$ cat src/sv/assert_macros.svh
// ----------------------------------------------------------------------------
// assert_macros: assertion helpers included by etm_matrix_unit
// Properties are sampled on clock and disabled while reset is high.
// ----------------------------------------------------------------------------
`ifndef ASSERT_MACROS_SVH
`define ASSERT_MACROS_SVH

// Property checked on every clock edge outside reset
`define ASSERT_ALWAYS(label, prop, msg) \
   label: assert property (@(posedge clock) disable iff (reset) (prop)) \
      else $error(msg);

// Consequent must hold in the cycle after the antecedent
`define ASSERT_NEXT(label, ante, cons, msg) \
   label: assert property (@(posedge clock) disable iff (reset) (ante) |=> (cons)) \
      else $error(msg);

`endif

$ cat src/sv/etm_pkg.sv
// ----------------------------------------------------------------------------
// etm_pkg: shared types and constants for the model matrix block
// CORDIC table, fixed-point constants and the cell payload type.
// ----------------------------------------------------------------------------
package etm_pkg;

   localparam int CORDIC_STAGES = 16;
   localparam int ATAN_COUNT    = 30;
   localparam int NUM_STAGES    = (CORDIC_STAGES < ATAN_COUNT) ? CORDIC_STAGES : ATAN_COUNT;
   localparam logic signed [33:0] INV_GAIN_Q30 = 34'sd652032874;
   localparam logic signed [33:0] QUARTER_TURN = 34'sd1073741824;

   function automatic logic signed [33:0] atan_lookup(input int i);
      logic signed [33:0] t;
      case (i)
         0: t = 34'sd536870912;   1: t = 34'sd316933406;
         2: t = 34'sd167458907;   3: t = 34'sd85004756;
         4: t = 34'sd42667331;    5: t = 34'sd21354465;
         6: t = 34'sd10679838;    7: t = 34'sd5340245;
         8: t = 34'sd2670163;     9: t = 34'sd1335087;
         10: t = 34'sd667544;     11: t = 34'sd333772;
         12: t = 34'sd166886;     13: t = 34'sd83443;
         14: t = 34'sd41722;      15: t = 34'sd20861;
         16: t = 34'sd10430;      17: t = 34'sd5215;
         18: t = 34'sd2608;       19: t = 34'sd1304;
         20: t = 34'sd652;        21: t = 34'sd326;
         22: t = 34'sd163;        23: t = 34'sd81;
         24: t = 34'sd41;         25: t = 34'sd20;
         26: t = 34'sd10;         27: t = 34'sd5;
         28: t = 34'sd3;          29: t = 34'sd1;
         default: t = '0;
      endcase
      return t;
   endfunction

   // one CORDIC lane state: x, y in Q1.30 with headroom, residual angle
   typedef struct packed {
      logic signed [33:0] x;
      logic signed [33:0] y;
      logic signed [33:0] z;
      logic               neg;
   } lane_type;

   typedef struct packed {
      logic               vld;
      lane_type [2:0]     lane;
      logic signed [31:0] pos_x, pos_y, pos_z;
      logic signed [31:0] scl_x, scl_y, scl_z;
   } cell_type;

endpackage

$ cat src/sv/etm_cordic_cell.sv
// ----------------------------------------------------------------------------
// etm_cordic_cell: one CORDIC micro-rotation for three angle lanes
// Registers the rotated lanes and carries the pass-through payload.
// ----------------------------------------------------------------------------
module etm_cordic_cell
   import etm_pkg::*;
(
   input  logic       clock,
   input  logic       reset,
   input  logic       adv,
   input  logic [4:0] stage_i,
   input  cell_type   cell_i,
   output cell_type   cell_o
);

   cell_type cell_ff, cell_in;
   logic signed [33:0] atan_val;

   // stage index is tied off per instance, so shifts and table reduce to wiring
   assign atan_val = atan_lookup(int'(stage_i));

   always_comb begin
      cell_in = cell_i;
      for (int l = 0; l < 3; l++) begin
         if (!cell_i.lane[l].z[33]) begin
            cell_in.lane[l].x = cell_i.lane[l].x - (cell_i.lane[l].y >>> stage_i);
            cell_in.lane[l].y = cell_i.lane[l].y + (cell_i.lane[l].x >>> stage_i);
            cell_in.lane[l].z = cell_i.lane[l].z - atan_val;
         end else begin
            cell_in.lane[l].x = cell_i.lane[l].x + (cell_i.lane[l].y >>> stage_i);
            cell_in.lane[l].y = cell_i.lane[l].y - (cell_i.lane[l].x >>> stage_i);
            cell_in.lane[l].z = cell_i.lane[l].z + atan_val;
         end
      end
   end

   always_ff @(posedge clock) begin
      if (reset) begin
         cell_ff.vld <= 1'b0;
      end else if (adv) begin
         cell_ff <= cell_in;
      end
   end

   assign cell_o = cell_ff;

endmodule

$ cat config.mk
export PLATFORM = sky130hd
export DESIGN_NAME = etm_cordic_cell
export DESIGN_NICKNAME = d
export VERILOG_FILES = /design/src/sv/assert_macros.svh /design/src/sv/etm_pkg.sv /design/src/sv/etm_cordic_cell.sv
export SDC_FILE = /design/constraint.sdc
export NUM_CORES = 2
export LEC_CHECK = 0
export ABC_AREA = 1
export BUFFER_PORTS_ARGS = -buffer_cell sky130_fd_sc_hd__buf_4
export CAP_MARGIN = 20
export CORE_AREA = 2 2 390 392
export DETAILED_ROUTE_END_ITERATION = 10
export DIE_AREA = 0 0 392 394
export PLACE_DENSITY = 0.49
export SLEW_MARGIN = 30
export SYNTH_ARGS = -nofsm -noshare
export SYNTH_HDL_FRONTEND = slang
export SYNTH_SLANG_ARGS = --single-unit
$ cat constraint.sdc
create_clock -name clock -period 38.5 [get_ports clock]
set_clock_uncertainty 0.05 [all_clocks]
set_input_delay 5.775 -clock clock [delete_from_list [all_inputs] [get_ports clock]]
set_output_delay 5.775 -clock clock [all_outputs]
set_load 0.01 [all_outputs]
# Word level (Yosys, flattened, before mapping)
# Memories as Yosys holds them, arrays and structs flattened.
# Cells that the tools add are included.
[totals] mem_bits_ro=960 reg_bits=502 latchBits=0 elab_cells=49 mem_count=1 mem_bits_rw=0 output_inout_bits=502
[op_classes] mux=3 add_sub_neg=18 bitwise_logic=1 n_shift=6 div_mod_pow=0 reduce_logical=1 n_eq_ne=0 magnitude_cmp=0 multipliers=0
[memory_table] name="(name not given)" depth=32 word_bits=30 rd=1 rd_ports_with_merged_regs=0 write_ports=0 line="etm_pkg.sv:15" text="case (i)"
[ops] op="adder 34 bit" count=9
[ops] op="2-to-1 mux 102 bit" count=3
[ops] op="subtractor 34 bit" count=9
[ops] op=">>> shifter 34 x 5 -> 34 bit" count=6
[ops] op="AND reduction 2 bit" count=1
[ops] op="NOT 1 bit" count=1

# Longest topological paths before layout
[logic_depth] ltp_word=3 depth_mapped=37 depth_no_buf=35

# Worst setup path before layout
# No wires, ideal clock.
[synth_path] path_kind="input-to-reg" startpoint="input adv" endpoint="register cell_ff, in the netlist cell_o[0], enable pin" t_arrival_ps=26820 slack_ps=10236 n_path_buf=0 path_stages=2 path_cell_list="inv_1 nor2_1"
[synth_via] elab_chain_cells=1
[synth_lines] item="start, declared" line="etm_cordic_cell.sv:10" text="input logic adv,"
[synth_lines] item="AND reduction 2 bit (no line)"
[synth_lines] item="end signal, assigned" line="etm_cordic_cell.sv:41" text="cell_ff <= cell_in;"
[synth_lines] item="end, declared" line="etm_cordic_cell.sv:16" text="cell_type cell_ff, cell_in;"
# Every way passes these cells.
# A chain may end at the register's enable or synchronous reset.

==> reports/metrics.cfg <==
[outcome]
status=complete, no violations

[timing]
slew_violations=0
slew_headroom_pct=33.9
fin_ws_ns=26.60
timing.fmax_mhz=84.0
final_hold_viol_count=0
tns_ns=0
finalCritPeriodShare_pct=30.9
tightest_slew_ns=0.991
final.min_clock_period_ns=11.90
rsz0062_at_grt=false
setup_viol=0

[critical_path]
worstRegToRegCells=2
start_kind=primary input
regToRegStartpoint=cell_o[501]$_SDFFE_PP0P_
path_max_fanout=106
max_stage_delay_ns=0.82
critPathCapture=cell_o[431]$_DFFE_PP_
crit_type=primary input to flop
crit_chain=buf_6 > inv_6 > buf_4 > ha_1 > inv_1 > o21ai_0 > a32oi_2 > inv_1 > nor2_2 > nand2_1 > nor2_2 > nand2_1 > nand2_1 > o21ai_0 > ha_1 > a21oi_1 > inv_1 > a31oi_1 > o21ai_0 > a211oi_1 > o21ai_0 > nand2_1 > nand3_1 > xor2_1
cp.depth=24
crit_arrival_ns=12.28
rrSetupSlack_ns=37.87
cp_top_family=compound AO/OA/AOI/OAI gates
worstReg2RegEnd=cell_o[501]$_SDFFE_PP0P_
critPathLaunch=stage_i[1]
cp.required_ns=38.88
crit_path_end_kind=flop
crit_path_top_delay_cell=buf_4
critical_path_buf_inv_count=6

[routing]
drc=0
drtPass1Iterations=6
drtIter0Drc=5195
drt_wl_total_um=238000
via_per_inst=5.27
wl_per_cell_um=23.0
ant_nets=0
vias=54472

[power_and_ir_drop]
p_sw_share_pct=41.4
p_sw_uw=995
internal_power_uw=1410
ir_drop_v=0.0000321
leakage_uw=0.0292
powerDensity_nw_per_um2=39.3
combPwrFrac_pct=46.3
finalPower_uw=2400
seqPwrFrac_pct=30.7
power_frac_clock_pct=23.0

[cells_and_area]
nFillCells=16193
syn2layout_area_growth_pct=22.0
fin_nets=9065
final_cell_mix=nand2_1 (2311), nand3_1 (1128), buf_4 (1039), inv_1 (638), nor2_1 (555)
fin_util_pct=40.6
final_area_um2=61100
drive_above_1_share_pct=15.3
final_common_cell=nand2_1
largest_reg_flops=502

[logic_synthesis]
synth_nets=8212
synth_cell_type_count=58
yosysWarnings=0
syn_inst=7381
ys_ff_latch=502
syn_area_per_cell_um2=6.79
ys_seq_area_share_pct=30.1
synth_area_um2=50100

[floorplan]
die_w_um=392
initial_core_util_pct=33.2
core_um2=151000
io_pins=1012
fp.dieH_um=394
dieArea_um2=154000
num_rows=143

[grt]
antenna_found_initial=34
grt_overflow_total=0
first_global_vias=51315
grt_start_max_net_pins=107
grt_pass1_wl_um=342000
track_usage_pct=29.5

[clock_network]
clockBufferDepth=3
clkLatencyLatePin_ns=0.68
ctsHoldBuffers=0
clk_pin_slew_worst_paths_ns=0.06
cts_tree=yes
cts-root-buf=clkbuf_16
cts_buffers=61
cts-resized-gates=0
clock_sinks=502
cts_setup_buffers=0
htreeDepth=2

[placed_design]
globalplace.congestion=0.987
place_ws_ns=26.00
io_buffers=1011
placed_area_um2=59200
dp_hpwl_um=197000

[job]
drv_cap=0

[min_path]
worstHoldPathType=flop to flop

-- power groups by stage --
stage               logic (uW)  clock network [uW]  registers, uW
floorplan                  638                   0            797
global placement          1110                   0            747
detailed placement        1100                   0            747
CTS                       1110                 570            738
global route              1220                 585            743
finish                    1110                 553            737
-- per-stage QoR --
stage	std cells	hold slack, ns
after floorplan	7381	0.427
after global placement	10201	0.405
after detailed placement	10201	0.410
after CTS	10311	0.419
after global routing	10329	0.449
final	10331	0.420
-- final cells by class --
cell class / count / area (um^2) / area share, %
multi-input combinational: 5934 / 31100 / 51.0
clock inverter: 34 / 250 / 0.409
inverter: 691 / 2620 / 4.28
sequential: 502 / 15100 / 24.6
antenna: 20 / 50.0 / 0.0819
timing repair buffer: 1044 / 7860 / 12.9
clock buffer: 76 / 1600 / 2.62
tap: 2030 / 2540 / 4.16
-- worst min-delay path by stage --
stage	from	slack, ns	to	depth (start not counted)
after floorplan	cell_o[501]$_SDFFE_PP0P_	0.43	cell_o[501]$_SDFFE_PP0P_	2
after detailed placement	cell_o[501]$_SDFFE_PP0P_	0.41	cell_o[501]$_SDFFE_PP0P_	2
after global placement	cell_o[501]$_SDFFE_PP0P_	0.41	cell_o[501]$_SDFFE_PP0P_	2
final	cell_o[501]$_SDFFE_PP0P_	0.42	cell_o[501]$_SDFFE_PP0P_	2
after global routing	cell_o[501]$_SDFFE_PP0P_	0.45	cell_o[501]$_SDFFE_PP0P_	2
after CTS	cell_o[501]$_SDFFE_PP0P_	0.42	cell_o[501]$_SDFFE_PP0P_	2
-- cell families (layout without fill, tap and decap cells) --
family	Yosys count	count (layout)	synth area share, %
AOI/OAI and AO/OA	990	990	11.1
xor gates and xnor gates	430	430	7.52
adders and majority gates	321	321	8.15
buffers and inverters	945	1845	7.78
DFF	502	502	30.1
other	0	20	0
and+or+nand+nor	4193	4193	35.4
-- metal layers --
metal / wire length, um / global-route usage, % / vias to the layer above
li1: - / - / 26489
met1: 104000 / 39.9 / 25626
met2: 109000 / 47.7 / 2075
met3: 17000 / 4.78 / 260
met4: 7300 / 9.25 / 22
met5: 119 / 0 / -
-- worst min-delay path, stage by stage, from the launching register on --
cell and delay, ns:
dfxtp_1 0.31, nand2_1 0.06, a21oi_1 0.05
-- Yosys cell counts, drive strengths merged --
cell type | n | area (um^2)
nand2 | 2332 | 8820
nand3 | 1137 | 5740
inv | 689 | 2590
nor2 | 594 | 2350
edfxtp | 501 | 15000
a21oi | 389 | 1950
o21ai | 370 | 1900
ha | 312 | 3900
xor2 | 290 | 2540
buf | 184 | 1040
xnor2 | 140 | 1230
a31oi | 72 | 450
clkbuf | 70 | 263
nand4 | 66 | 413
o21a | 40 | 300
nor3 | 30 | 171
a21o | 24 | 180
a21boi | 22 | 165
o2111ai | 13 | 114
nand3b | 12 | 90.1
o211ai | 12 | 90.1
o31ai | 11 | 82.6
nor4 | 10 | 62.6
a2111oi | 9 | 78.8
a211oi | 9 | 67.6
fa | 9 | 180
or2 | 9 | 56.3
o221ai | 8 | 76.3
o22ai | 4 | 25.0
and2 | 3 | 18.8
a31o | 2 | 17.5
clkinv | 2 | 7.51
o21bai | 2 | 18.8
a22oi | 1 | 12.5
a32oi | 1 | 16.3
dfxtp | 1 | 20.0
o41ai | 1 | 8.76
(Power assumes the default switching activity.)
